`config.mk`:
```
export PLATFORM = sky130hd
export DESIGN_NAME = bfx_ctrl
export DESIGN_NICKNAME = d
export VERILOG_FILES = /design/src/sv/bfx_pkg.sv /design/src/sv/bfx_ctrl.sv
export SDC_FILE = /design/constraint.sdc
export NUM_CORES = 1
export LEC_CHECK = 0
export BUFFER_PORTS_ARGS = -buffer_cell sky130_fd_sc_hd__buf_2
export CAP_MARGIN = 20
export CORE_MARGIN = 2
export CORE_UTILIZATION = 42
export DETAILED_ROUTE_END_ITERATION = 16
export GPL_TIMING_DRIVEN = 0
export PLACE_DENSITY = 0.76
export SYNTH_ARGS = -nofsm -noshare
export SYNTH_HDL_FRONTEND = slang
export SYNTH_SLANG_ARGS = --single-unit
```
`constraint.sdc`:
```
create_clock -name clk -period 2 [get_ports clk]
set_input_delay 0.4 -clock clk [delete_from_list [all_inputs] [get_ports clk]]
set_output_delay 0.4 -clock clk [all_outputs]
set_load 0.05 [all_outputs]
```
`src/sv/bfx_pkg.sv`:
```
package bfx_pkg;

  // Bytecode opcodes; codes 12 to 15 are no-ops.
  typedef enum logic [3:0] {
    OP_OUT     = 4'd0,
    OP_IN      = 4'd1,
    OP_JFWD    = 4'd2,
    OP_JBACK   = 4'd3,
    OP_CLEAR   = 4'd4,
    OP_ADD     = 4'd5,
    OP_MOVE    = 4'd6,
    OP_ADDNEXT = 4'd7,
    OP_MULMOVE = 4'd8,
    OP_SET     = 4'd9,
    OP_SCANR   = 4'd10,
    OP_SCANL   = 4'd11
  } op_t;

  // Tape write address source.
  typedef enum logic [1:0] {
    WA_PTR = 2'd0,
    WA_Q   = 2'd1,
    WA_CLR = 2'd2
  } wa_t;

  // Tape write data source.
  typedef enum logic [2:0] {
    WD_ZERO = 3'd0,
    WD_INB  = 3'd1,
    WD_LOW8 = 3'd2,
    WD_ADD  = 3'd3,
    WD_ACC  = 3'd4
  } wd_t;

  typedef struct packed {
    logic op_ld;       // capture request fields
    logic rd_en;       // load tape read register
    logic q_ld;        // step the walk pointer, read at its new value
    logic q_from_q;    // step from walk pointer (else from cell pointer)
    logic wr_en;
    wa_t  wa;
    wd_t  wd;
    logic ptr_ld;
    logic ptr_from_q;  // take walk pointer (else move target)
    logic prod_ld;
    logic res_ld;
    logic res_fault;
    logic clr_inc;
  } cmd_t;

  typedef struct packed {
    op_t  op;
    logic cur_zero;    // tape read register is zero
    logic ptr_end;     // cell pointer at the tape end in walk direction
    logic q_end;       // walk pointer at the tape end in walk direction
    logic move_ok;
    logic clr_last;
    logic res_free;    // result register can take a new result
  } sts_t;

endpackage

```
`src/sv/bfx_ctrl.sv`:
```
module bfx_ctrl (
  input  logic          clk,
  input  logic          rst,
  input  logic          in_valid,
  output logic          in_stall,
  input  bfx_pkg::sts_t sts,
  output bfx_pkg::cmd_t cmd
);
  import bfx_pkg::*;

  typedef enum logic [4:0] {
    S_CLEAR = 5'b00001,
    S_IDLE  = 5'b00010,
    S_EXEC  = 5'b00100,
    S_NEXT  = 5'b01000,
    S_SCAN  = 5'b10000
  } state_t;

  state_t state, state_next;

  always_ff @(posedge clk) begin
    if (rst) begin
      state <= S_CLEAR;
    end else begin
      state <= state_next;
    end
  end

  assign in_stall = (state != S_IDLE);

  always_comb begin
    state_next     = state;
    cmd.op_ld      = 1'b0;
    cmd.rd_en      = 1'b0;
    cmd.q_ld       = 1'b0;
    cmd.q_from_q   = 1'b0;
    cmd.wr_en      = 1'b0;
    cmd.wa         = WA_PTR;
    cmd.wd         = WD_ZERO;
    cmd.ptr_ld     = 1'b0;
    cmd.ptr_from_q = 1'b0;
    cmd.prod_ld    = 1'b0;
    cmd.res_ld     = 1'b0;
    cmd.res_fault  = 1'b0;
    cmd.clr_inc    = 1'b0;
    unique case (state)
      S_CLEAR: begin
        cmd.wr_en   = 1'b1;
        cmd.wa      = WA_CLR;
        cmd.clr_inc = 1'b1;
        if (sts.clr_last) state_next = S_IDLE;
      end
      S_IDLE: begin
        if (in_valid) begin
          cmd.op_ld  = 1'b1;
          cmd.rd_en  = 1'b1;
          state_next = S_EXEC;
        end
      end
      S_EXEC: begin
        if (sts.res_free) begin
          state_next = S_IDLE;
          unique case (sts.op)
            OP_IN: begin
              cmd.wr_en  = 1'b1;
              cmd.wd     = WD_INB;
              cmd.res_ld = 1'b1;
            end
            OP_CLEAR: begin
              cmd.wr_en  = 1'b1;
              cmd.res_ld = 1'b1;
            end
            OP_ADD: begin
              cmd.wr_en  = 1'b1;
              cmd.wd     = WD_ADD;
              cmd.res_ld = 1'b1;
            end
            OP_SET: begin
              cmd.wr_en  = 1'b1;
              cmd.wd     = WD_LOW8;
              cmd.res_ld = 1'b1;
            end
            OP_MOVE: begin
              cmd.ptr_ld    = sts.move_ok;
              cmd.res_ld    = 1'b1;
              cmd.res_fault = !sts.move_ok;
            end
            OP_ADDNEXT, OP_MULMOVE: begin
              if (sts.ptr_end) begin
                cmd.res_ld    = 1'b1;
                cmd.res_fault = 1'b1;
              end else begin
                cmd.wr_en   = 1'b1;
                cmd.prod_ld = 1'b1;
                cmd.q_ld    = 1'b1;
                cmd.rd_en   = 1'b1;
                state_next  = S_NEXT;
              end
            end
            OP_SCANR, OP_SCANL: begin
              if (sts.cur_zero) begin
                cmd.res_ld = 1'b1;
              end else if (sts.ptr_end) begin
                cmd.res_ld    = 1'b1;
                cmd.res_fault = 1'b1;
              end else begin
                cmd.q_ld   = 1'b1;
                cmd.rd_en  = 1'b1;
                state_next = S_SCAN;
              end
            end
            default: begin
              // out, jumps and no-ops only report
              cmd.res_ld = 1'b1;
            end
          endcase
        end
      end
      S_NEXT: begin
        if (sts.res_free) begin
          cmd.wr_en  = 1'b1;
          cmd.wa     = WA_Q;
          cmd.wd     = WD_ACC;
          cmd.res_ld = 1'b1;
          state_next = S_IDLE;
        end
      end
      S_SCAN: begin
        if (!sts.cur_zero && !sts.q_end) begin
          cmd.q_ld     = 1'b1;
          cmd.q_from_q = 1'b1;
          cmd.rd_en    = 1'b1;
        end else if (sts.res_free) begin
          cmd.ptr_ld     = sts.cur_zero;
          cmd.ptr_from_q = 1'b1;
          cmd.res_ld     = 1'b1;
          cmd.res_fault  = !sts.cur_zero;
          state_next     = S_IDLE;
        end
      end
      default: state_next = S_CLEAR;
    endcase
  end

  a_scan_op: assert property (@(posedge clk) disable iff (rst)
    state == S_SCAN |-> (sts.op == OP_SCANR || sts.op == OP_SCANL))
    else $error("scan state entered for a non-scan opcode");

  a_next_op: assert property (@(posedge clk) disable iff (rst)
    state == S_NEXT |-> (sts.op == OP_ADDNEXT || sts.op == OP_MULMOVE))
    else $error("second-cell state entered for wrong opcode");

  a_accept_exec: assert property (@(posedge clk) disable iff (rst)
    (in_valid && !in_stall) |=> state == S_EXEC)
    else $error("accepted request did not start execution");

endmodule

```
== Yosys cells after proc, flatten, opt, wreduce, memory -nomap -nowiden ==
Index checks and enable logic that the tools add are counted.

* Output and inout bits: 17
* Input bits: 13
* Register bits: 5
* Logic and storage cells: 76

* Reduce and logical (&&, ||, !) cells: 8
* Equal/unequal tests: 19
* Mux-type cells: 48

{| class="wikitable"
|+ Operators by type and width
! cell !! count
|-
| $mux W5 || 7
|-
| $pmux W5 S5 || 1
|-
| $mux W2 || 9
|-
| $eq A4 B3 Y1 const B || 4
|-
| $eq A4 B4 Y1 const B || 4
|-
| $mux W1 || 12
|-
| $pmux W1 S3 || 4
|-
| $pmux W1 S2 || 5
|-
| $pmux W5 S2 || 1
|-
| $mux W3 || 3
|-
| $ne A2 B2 Y1 const B || 4
|-
| $pmux W2 S2 || 2
|-
| $mux W6 || 1
|-
| $pmux W2 S3 || 1
|-
| $pmux W3 S2 || 1
|-
| $eq A5 B1 Y1 const B || 1
|-
| $eq A5 B2 Y1 const B || 1
|-
| $eq A5 B3 Y1 const B || 1
|-
| $eq A5 B4 Y1 const B || 1
|-
| $eq A5 B5 Y1 const B || 1
|-
| $ne A5 B2 Y1 const B || 1
|-
| $eq A4 B1 Y1 const B || 1
|-
| $mux W4 || 1
|-
| $reduce_and A4 Y1 || 1
|-
| 4 further kinds || 7
|}

== Depth between registers and ports, before layout ==
Gate-level depths: netlist of the first run.

* Depth in word-level cells: 5
* Depth in mapped cells: 6
* Depth with buffers taken out: 5

== Worst setup path after synthesis of the first run ==
Ideal clock, no wire load.

* Path type: reg-to-output
* From: register state[2]
* To: output cmd[2] (netlist name)
* Arrival time: 2671 ps
* Cell stages (with the launch flop): 6
* Slack: -1071 ps
* Path buffers: 1
* Cells stage by stage: dfxtp_1 clkbuf_1 or3_1 nor3_1 a21oi_1 o21ai_0

{| class="wikitable"
|+ RTL lines
! item !! RTL line !! source
|-
| start, declared || bfx_ctrl.sv:19 || <nowiki>state_t state, state_next;</nowiki>
|-
| start signal, assigned || bfx_ctrl.sv:25 || <nowiki>state <= state_next;</nowiki>
|-
| end, declared || bfx_ctrl.sv:7 || <nowiki>output bfx_pkg::cmd_t cmd</nowiki>
|}

==> summary.md, run 1 <==
| Metric | Value |
|---|---|
| Status | `complete, but fails checks` |
| Failing checks | `setup timing` |
| Num CTS Buffers | `3` |
| Hold WC Path Type | `input port to flip-flop` |
| DRC viols | `0` |
| Sinks on Clock Net | `5` |
| Root Buffer | `clkbuf_4` |
| Global-route wire length before repair | `3801 microns` |
| Area delta synth->final | `79.26%` |
| DR vias | `1064` |
| Number of global-route vias before repair | `807` |
| Hold slack final | `0.3788 ns` |
| Largest net degree at the start of global routing | `11` |
| Reg2Reg Setup Slack | `0.13 ns` |
| Capturing point of the worst reg2reg path | `state[3]$_SDFFE_PP0P_` |
| Util after Layout | `82.79%` |
| Type of origin of the critical path | `flip-flop` |
| Layout cell share with drive strength beyond 1 | `56.25%` |
| Initial Util | `46.19%` |
| Core Footprint | `1541 sq um` |
| CTS tree | `done` |
| Max reg flops | `5` |
| Die area | `2040 sq um` |
| Power density over the cells | `345.7 nW/um^2` |
| Primary FF master, synth | `dfxtp_1` |
| Row count | `14` |
| Final Hold Vio Count | `0` |
| Reg2reg start | `state[4]$_SDFFE_PP0P_` |
| Slew @ Worst Pin | `0.4466 ns` |
| CP Max Fanout | `4` |
| Min Tclk post-route | `2.423 ns` |
| Total Wirelength | `3042 microns` |
| RSZ-0062 raised after global routing | `true` |
| Number of I/O pins | `30` |
| N_diodes | `0` |
| Multi-input logic area | `733.2 sq um` |
| Synth Instances | `101` |
| Global Route Usage Sum | `25.00%` |
| H-tree Lvls | `1` |
| Worst-case reg-to-reg path depth | `7` |
| Clock transition at the registers of the reported paths | `0.04 ns` |
| Max Root-Sink Buffers | `2` |
| Global route total overflow | `0` |
| Synth unique cells | `45` |
| # nets final | `158` |
| Async SR Flop Fraction | `0%` |
| Initial drt markers | `54` |
| Vias/cell | `6.650` |
| VDD IR max | `422.5 uV` |
| Leakage | `0.5469 nW` |
| Worst Path Required | `1.60 ns` |
| CP arrival | `2.02 ns` |
| Slew HR | `69.45%` |
| Syn_nets | `114` |
| CP startpoint | `state[4]$_SDFFE_PP0P_` |
| Register area share after synthesis | `14.06%` |
| CP Class | `flip-flop to output pin` |
| Gpl congestion | `0.8579` |
| Slew Viols, Final | `0` |
| Largest area contributor in the netlist | `dfxtp_1` |
| Port bufs | `29` |
| Final WS setup | `-0.4229 ns` |
| Setup crit end kind | `output pin` |
| Share of the synthesized area in the top cell type | `14.06%` |
| Post-Syn Area per Cell | `7.049 sq um` |
| Synth top cells by count | `inv_1, nand2_1, nor3_1, o21ai_0` |
| Wirelength per Cell | `19.01 microns` |
| Setup crit end | `cmd[5]` |
| Initial antenna violation count | `0` |
| EDFF count, synth | `0` |
| Top Registers | `state: 5 flops` |
| Final setup vio count | `9` |
| Final period utilization | `121.1%` |
| Die width | `45.17 microns` |
| Final Skew | `0.0008746 ns` |
| Mapped cell area | `711.9 sq um` |
| CTS hold repair buffers | `0` |
| Dpl ws | `-0.3255 ns` |
| Drt pass-1 iters | `4` |
| Synth top area cells | `dfxtp_1, nor3_1, o21ai_0` |
| Largest register by flop count | `state` |
| Die Y | `45.17 microns` |
| Register bit total from synthesis | `5` |
| # fillers | `97` |
| HPWL after DPL | `1676 microns` |
| Final ANT Viol Nets | `0` |
| Storage element area | `105.1 sq um` |
| Clk_lat worst skew | `0.24 ns` |
| Max cap viols | `0` |
| Max Fclk | `412.7 MHz` |
| Ys Warns | `0` |
==> what timing repair did <==
item / 4_1_cts / 5_1_grt
setup buffers: 9 / 4
pin swaps: 12 / 8
hold endpoints to repair: 0 / 0
gates resized for setup: 48 / 19
setup endpoints to repair: 13 / 15
==> cell usage in the layout, fill, tap and decap left out, drive strengths merged, types with 3 or more instances in the layout <==
master and n:
nand2 7, inv 7, nand2b 5, nor4 3, clkbuf 4, a21oi 5, dfxtp 5, buf 44
o21ai 7, nor2 4, o21a 3, nor3 7, o211ai 4
==> worst min path at each step <==
| stage | from | end | slack (ns) | cells after the start |
|---|---|---|---|---|
| after floorplan | rst | state[3]$_SDFFE_PP0P_ | 0.47 | 1 |
| after global placement | state[1]$_SDFFE_PP0P_ | state[0]$_SDFFE_PP1P_ | 0.64 | 2 |
| after detailed placement | rst | state[4]$_SDFFE_PP0P_ | 0.64 | 2 |
| after CTS | rst | state[4]$_SDFFE_PP0P_ | 0.38 | 2 |
| after global routing | rst | state[3]$_SDFFE_PP0P_ | 0.38 | 2 |
| final | rst | state[3]$_SDFFE_PP0P_ | 0.38 | 2 |
==> cell type report <==
cell class | count | share of cell area, %
Multi-Input combinational cell | 84 | 57.45
Timing Repair Buffer | 41 | 25.98
Sequential cell | 5 | 8.235
Buffer | 3 | 2.647
Clock buffer | 4 | 2.059
Inverter | 7 | 2.059
Tap cell | 16 | 1.569
==> where the power goes <==
part           leakage [nW]  internal, mW  switching, mW
clock                0.0150        0.0754         0.0404
sequential           0.0426         0.106        0.00784
combinational         0.489        0.0794          0.133
total                 0.547         0.260          0.181
==> critical path, stage by stage, from the launching register on <==
cell     delay (ns)
dfxtp_2        0.32
or3b_4         0.40
buf_4          0.15
buf_6          0.11
buf_4          0.14
nor3_4         0.17
nand3_1        0.12
a21oi_2        0.20
buf_6          0.18
==> metal layers <==
layer | global-route usage, % | part of all wire, % | up-vias | wire length, microns
met1 | 36.98 | 37 | 503 | 1119
met2 | 39.71 | 52 | 72 | 1583
met4 | 0 | 2.1 | 0 | 63
li1 | - | - | 479 | -
met5 | 0 | 0 | - | 0
met3 | 5.200 | 9.0 | 10 | 275
==> logic make-up (layout without fill, tap and decap cells) <==
group / after synthesis / after routing / synth area share, %
flip-flops: 5 / 5 / 14.06
AND/OR/NAND/NOR: 48 / 48 / 41.83
XOR/XNOR: 2 / 2 / 2.461
multiplexers: 2 / 2 / 2.988
buffers and inverters: 12 / 55 / 6.855
AO/OA/AOI/OAI: 32 / 32 / 31.81
==> metrics by stage <==
step / total power [mW] / area (sq um) / setup TNS, ns / cells
2_1_floorplan: 0.2314 / 788.3 / -1.094 / 101
3_3_place_gp: 0.2784 / 953.4 / -0.9451 / 146
3_5_place_dp: 0.2814 / 953.4 / -1.017 / 146
4_1_cts: 0.4173 / 1172 / -2.133 / 157
5_1_grt: 0.4595 / 1276 / -3.353 / 160
6_report: 0.4412 / 1276 / -2.923 / 160
No activity file was read; power rests on OpenSTA's default activity.
==> inputs of run 2 (changes only) <==
--- a/config.mk
+++ b/config.mk
@@ -8,10 +8,10 @@
 export BUFFER_PORTS_ARGS = -buffer_cell sky130_fd_sc_hd__buf_2
 export CAP_MARGIN = 20
 export CORE_MARGIN = 2
-export CORE_UTILIZATION = 42
+export CORE_UTILIZATION = 50
 export DETAILED_ROUTE_END_ITERATION = 16
 export GPL_TIMING_DRIVEN = 0
-export PLACE_DENSITY = 0.76
+export PLACE_DENSITY = 0.85
 export SYNTH_ARGS = -nofsm -noshare
 export SYNTH_HDL_FRONTEND = slang
 export SYNTH_SLANG_ARGS = --single-unit
==> constraint.sdc (replaced) <==
create_clock -name clk -period 2.85 [get_ports clk]
set_input_delay 0.57 -clock clk [delete_from_list [all_inputs] [get_ports clk]]
set_output_delay 0.57 -clock clk [all_outputs]
set_load 0.1 [all_outputs]
==> summary.md, run 2 (synthesis results as in run 1) <==
| Metric | Value |
|---|---|
| Slew HR | `66.09% (-3.4 points)` |
| Slew @ Worst Pin | `0.5047 ns (+0.05807 ns)` |
| Max Root-Sink Buffers | `2 (unchanged)` |
| Root Buffer | `clkbuf_4` |
| Multi-input logic area | `629.4 sq um (-14%)` |
| # fillers | `104 (+7.2%)` |
| Max cap viols | `0 (unchanged)` |
| Number of I/O pins | `30 (unchanged)` |
| Type of origin of the critical path | `flip-flop` |
| Clk_lat worst skew | `0.26 ns (+0.02 ns)` |
| Buffer count from post-CTS setup fixing | `0 (-9)` |
| Final ANT Viol Nets | `0 (unchanged)` |
| CP Class | `flip-flop to output pin` |
| Power density over the cells | `319.0 nW/um^2 (-7.7%)` |
| Tot Pwr | `0.3177 mW (-28%)` |
| Gpl congestion | `0.8603 (+0.28%)` |
| Area delta synth->final | `39.89%` |
| Hold WC Path Type | `input port to flip-flop` |
| H-tree Lvls | `1 (unchanged)` |
| Final setup vio count | `0 (-9)` |
| Largest net degree at the start of global routing | `11 (unchanged)` |
| Max Fclk | `361.3 MHz` |
| Most frequent cells in the layout | `buf_2, inv_1, nand2_1` |
| Global-route wire length before repair | `3353 microns (-12%)` |
| Top Registers | `state: 5 flops` |
| CP arrival | `2.20 ns (+0.18 ns)` |
| DRC viols | `0 (unchanged)` |
| Die width | `41.74 microns (-7.6%)` |
| CP Max Fanout | `9 (+5)` |
| Row count | `13 (-1)` |
| Total Wirelength | `2089 microns (-31%)` |
| Global Route Usage Sum | `25.18% (+0.18 points)` |
| Num CTS Buffers | `3 (unchanged)` |
| Final period utilization | `97.11%` |
| DR vias | `932 (-12%)` |
| VDD IR max | `268.5 uV (-36%)` |
| Global route total overflow | `0 (unchanged)` |
| Port bufs | `29 (unchanged)` |
| Status | `finished, final reports clean` |
| Area after DPL | `942.2 sq um (-1.2%)` |
| Layout cell share with drive strength beyond 1 | `37.31% (-19 points)` |
| # nets final | `148 (-6.3%)` |
| Slew Viols, Final | `0 (unchanged)` |
| RSZ-0062 raised after global routing | `false` |
| Reg2Reg Setup Slack | `1.18 ns (+1.05 ns)` |
| Wirelength per Cell | `14.02 microns (-26%)` |
| Number of global-route vias before repair | `776 (-3.8%)` |
| Final Skew | `0.007463 ns (+0.006588 ns)` |
| Vias/cell | `6.255 (-5.9%)` |
| Storage element area | `100.1 sq um (-4.8%)` |
| Core Footprint | `1318 sq um (-15%)` |
| Sinks on Clock Net | `5 (unchanged)` |
| Commonest non-fill, non-tap cell in the layout | `buf_2` |
| Util after Layout | `75.59% (-7.2 points)` |
| Die area | `1742 sq um (-15%)` |
| CTS hold repair buffers | `0 (unchanged)` |
| Largest register by flop count | `state` |
| Worst Path Required | `2.28 ns (+0.68 ns)` |
| Leakage | `0.4524 nW (-17%)` |
| Clock transition at the registers of the reported paths | `0.05 ns (about the same)` |
| HPWL after DPL | `1627 microns (-2.9%)` |
| Die Y | `41.74 microns (-7.6%)` |
| Drt pass-1 iters | `4 (unchanged)` |
| Min Tclk post-route | `2.768 ns` |
| Cells resized by post-CTS repair | `2 (-96%)` |
| Initial drt markers | `22 (-59%)` |
| Setup crit end kind | `output pin` |
| Initial Util | `54.04% (+7.9 points)` |
| Initial antenna violation count | `0 (unchanged)` |
| Post-layout instance area | `996.0 sq um (-22%)` |
| Max reg flops | `5 (unchanged)` |
| CTS tree | `done` |
| Final Hold Vio Count | `0 (unchanged)` |
| N_diodes | `0 (unchanged)` |
==> run 2: cell count changes in the layout (fill, tap and decap cells not counted), moves of 3 or more <==
cell,before,now
buf_2,13,28
nand2_2,3,0
buf_8,3,0
nor3_1,2,5
dfxtp_1,1,5
buf_4,16,0
nand2_1,4,7
dfxtp_2,4,0
buf_6,12,1
nor3_4,5,1
==> run 2: path summary, 6_finish.rpt <==
kind	cells past startpoint	to	start
worst min-delay path	2	state[3]$_SDFFE_PP0P_	rst
worst min register to register	2	state[0]$_SDFFE_PP1P_	state[1]$_SDFFE_PP0P_
worst max register to register	5	state[1]$_SDFFE_PP0P_	state[2]$_SDFFE_PP0P_
worst max-delay path	6	cmd[7]	state[1]$_SDFFE_PP0P_
==> run 2: report_power, final <==
part / leakage [nW] / internal, mW / switching, mW
registers: 0.0408 / 0.0733 / 0.000957
clock network: 0.0177 / 0.0511 / 0.0351
logic: 0.394 / 0.0406 / 0.117
total: 0.452 / 0.165 / 0.153
==> run 2: area by class of cell <==
cell class | instances | share of cell area [%]
Clock inverter | 1 | 0.5025
Timing Repair Buffer | 29 | 17.21
Buffer | 5 | 2.261
Multi-Input combinational cell | 84 | 63.19
Inverter | 7 | 2.638
Sequential cell | 5 | 10.05
Clock buffer | 3 | 2.261
Tap cell | 15 | 1.884
==> run 2: metrics by stage <==
step	cells	TNS [ns]	hold WS, ns	worst slack [ns]
after floorplan	101	-0.7881	0.5938	-0.5078
after global placement	145	0	0.6302	0.02555
after detailed placement	145	0	0.6349	0.01628
after CTS	149	0	0.5284	0.01309
after global routing	149	0	0.5301	0.01138
final	149	0	0.5358	0.08244
==> run 2: routing by layer <==
metal	vias to the layer above	track usage (%)	routed length, microns
met1	439	31.23	867
met3	4	8.261	157
li1	453	-	-
met2	36	39.06	1026
met4	0	11.61	38
met5	-	0	0
==> run 2: critical path: stages (launching register included) <==
cell	delay [ns]
dfxtp_1	0.29
buf_2	0.16
or2_1	0.29
or3_4	0.42
or3b_4	0.44
a21oi_4	0.15
buf_12	0.19
==> inputs of run 3 (changes only) <==
--- a/config.mk
+++ b/config.mk
@@ -5,13 +5,14 @@
 export SDC_FILE = /design/constraint.sdc
 export NUM_CORES = 1
 export LEC_CHECK = 0
+export ABC_CLOCK_PERIOD_IN_PS = 2900
 export BUFFER_PORTS_ARGS = -buffer_cell sky130_fd_sc_hd__buf_2
 export CAP_MARGIN = 20
-export CORE_MARGIN = 2
-export CORE_UTILIZATION = 50
+export CORE_MARGIN = 5
+export CORE_UTILIZATION = 46
 export DETAILED_ROUTE_END_ITERATION = 16
 export GPL_TIMING_DRIVEN = 0
-export PLACE_DENSITY = 0.85
+export PLACE_DENSITY = 0.79
 export SYNTH_ARGS = -nofsm -noshare
 export SYNTH_HDL_FRONTEND = slang
 export SYNTH_SLANG_ARGS = --single-unit
==> constraint.sdc (replaced) <==
create_clock -name clk -period 2.9 [get_ports clk]
set_input_delay 0.58 -clock clk [delete_from_list [all_inputs] [get_ports clk]]
set_output_delay 0.58 -clock clk [all_outputs]
set_load 0.1 [all_outputs]
==> summary.md, run 3 (synthesis results as in run 1) <==
| Metric | Value |
|---|---|
| Final Skew | `0.008104 ns (+0.0006414 ns)` |
| Global Route Usage Sum | `17.67% (-7.5 points)` |
| Switching Share | `47.54% (-0.51 points)` |
| CP arrival | `2.21 ns (about the same)` |
| Leakage | `0.4477 nW (-1.0%)` |
| Area delta synth->final | `35.33%` |
| Gpl congestion | `0.8001 (-7.0%)` |
| # nets final | `148 (unchanged)` |
| Internal power | `0.1607 mW (-2.6%)` |
| Final non-filler cell total | `150 (+0.67%)` |
| Port bufs | `29 (unchanged)` |
| Status | `finished, final reports clean` |
| Comb power frac | `49.4% (about the same)` |
| N_diodes | `0 (unchanged)` |
| Power density over the cells | `317.9 nW/um^2 (-0.32%)` |
| Final setup vio count | `0 (unchanged)` |
| Commonest non-fill, non-tap cell in the layout | `buf_2` |
| Largest register by flop count | `state` |
| CTS tree | `done` |
| Worst Path Required | `2.32 ns (+0.04 ns)` |
| VDD IR max | `279.2 uV (+4.0%)` |
| CTS hold repair buffers | `0 (unchanged)` |
| CP startpoint | `state[1]$_SDFFE_PP0P_` |
| Global route total overflow | `0 (unchanged)` |
| RSZ-0062 raised after global routing | `false` |
| Row count | `14 (+1)` |
| Seq pwr share | `23.8% (+0.4 points)` |
| CP Class | `flip-flop to output pin` |
| Depth of the worst hold-timing path | `2 (unchanged)` |
| Root Buffer | `clkbuf_4` |
| Clock share of power | `26.8% (-0.3 points)` |
| Top Registers | `state: 5 flops` |
| Max cap viols | `0 (unchanged)` |
| Global-route wire length before repair | `3539 microns (+5.5%)` |
| Vias/cell | `6.193 (-0.99%)` |
| Drt pass-1 iters | `4 (unchanged)` |
| DR vias | `929 (-0.32%)` |
| Initial antenna violation count | `0 (unchanged)` |
| P_sw | `0.1456 mW (-4.6%)` |
| Max reg flops | `5 (unchanged)` |
| Post-layout instance area | `963.4 sq um (-3.3%)` |
| Final period utilization | `96.35%` |
| Placed insts | `146 (+0.69%)` |
| Max Fclk | `357.9 MHz` |
| Total Wirelength | `2115 microns (+1.2%)` |
| HPWL after DPL | `1752 microns (+7.6%)` |
| Worst Hold End | `state[3]$_SDFFE_PP0P_` |
| Hold WC Path Type | `input port to flip-flop` |
| Setup TNS | `0 ns (unchanged)` |
| DRC viols | `0 (unchanged)` |
| Number of I/O pins | `30 (unchanged)` |
| Min-delay src | `rst` |
| Initial Util | `47.82% (-6.2 points)` |
| Min Tclk post-route | `2.794 ns` |
| Initial drt markers | `26 (+18%)` |
| Type of origin of the critical path | `flip-flop` |
| Num CTS Buffers | `3 (unchanged)` |
| Slew HR | `66.18% (+0.082 points)` |
| CP Max Fanout | `9 (unchanged)` |
| Clk_lat worst skew | `0.25 ns (about the same)` |
| Most frequent cells in the layout | `buf_2, inv_1, nand2_1` |
| Slew Viols, Final | `0 (unchanged)` |
| Clock transition at the registers of the reported paths | `0.05 ns (about the same)` |
| Die width | `49.34 microns (+18%)` |
| Wirelength per Cell | `14.10 microns (+0.57%)` |
| Max Root-Sink Buffers | `2 (unchanged)` |
| Core Footprint | `1489 sq um (+13%)` |
| Largest net degree at the start of global routing | `11 (unchanged)` |
| Die Y | `49.34 microns (+18%)` |
| Reg2reg start | `state[2]$_SDFFE_PP0P_` |
| Number of global-route vias before repair | `834 (+7.5%)` |
| Sinks on Clock Net | `5 (unchanged)` |
| Reg2Reg Setup Slack | `1.22 ns (+0.04 ns)` |
| Slew @ Worst Pin | `0.5035 ns (-0.001224 ns)` |
| Setup crit end kind | `output pin` |
| Worst-case reg-to-reg path depth | `5 (unchanged)` |
| Layout cell share with drive strength beyond 1 | `37.31% (unchanged)` |
| Die area | `2434 sq um (+40%)` |
| Util after Layout | `64.71% (-11 points)` |
| Final ANT Viol Nets | `0 (unchanged)` |
| Capturing point of the worst reg2reg path | `state[1]$_SDFFE_PP0P_` |
| H-tree Lvls | `1 (unchanged)` |
| Area after DPL | `930.9 sq um (-1.2%)` |
| Final Hold Vio Count | `0 (unchanged)` |
-- run 3: metrics by stage --
stage	hold WS (ns)	power, mW	worst slack (ns)
6_report	0.5639	0.3063	0.1057
5_1_grt	0.5393	0.3284	0.001427
4_1_cts	0.5515	0.3090	0.1008
3_5_place_dp	0.6346	0.2253	0.07646
3_3_place_gp	0.6329	0.2239	0.08803
2_1_floorplan	0.5938	0.1915	-0.4678
-- run 3: per-layer routing --
metal	share of wire (%)	GRT usage, %	wire length (microns)	vias up
li1	-	-	-	456
met1	44	20.40	921	448
met2	52	32.83	1095	25
met3	4.6	4.893	98	0
met4	0	1.345	0	0
met5	0	0	0	-
-- run 3: power groups by stage --
stage               sequential (mW)  combinational [mW]  clock (mW)
floorplan                    0.0741               0.117           0
global placement             0.0744               0.149           0
detailed placement           0.0745               0.151           0
CTS                          0.0731               0.151      0.0848
global route                 0.0732               0.160      0.0955
finish                       0.0730               0.151      0.0820
-- run 3: worst max-delay path: stages (launching register included) --
cell,delay [ns]
dfxtp_1,0.29
buf_2,0.15
or2_1,0.28
or3_4,0.42
or3b_4,0.42
a21oi_2,0.10
buf_4,0.29
-- run 3: cell type report --
class                           count  area, sq um
Buffer                              5        22.52
Timing Repair Buffer               29        150.1
Tap cell                           16        20.02
Multi-Input combinational cell     84        616.8
Clock inverter                      1        5.005
Inverter                            7        26.28
Fill cell                         150        525.5
Sequential cell                     5        100.1
Clock buffer                        3        22.52
-- run 3: worst max path at each step --
stage               endpoint  slack, ns
finish                cmd[7]       0.11
global route          cmd[1]      0.001
CTS                   cmd[7]       0.10
detailed placement    cmd[7]       0.08
global placement      cmd[7]       0.09
floorplan             cmd[2]      -0.47
-- run 3: repair_timing --
item,CTS,global route
resized for setup,2,0
setup endpoints to repair,2,0
buffers inserted,0,0
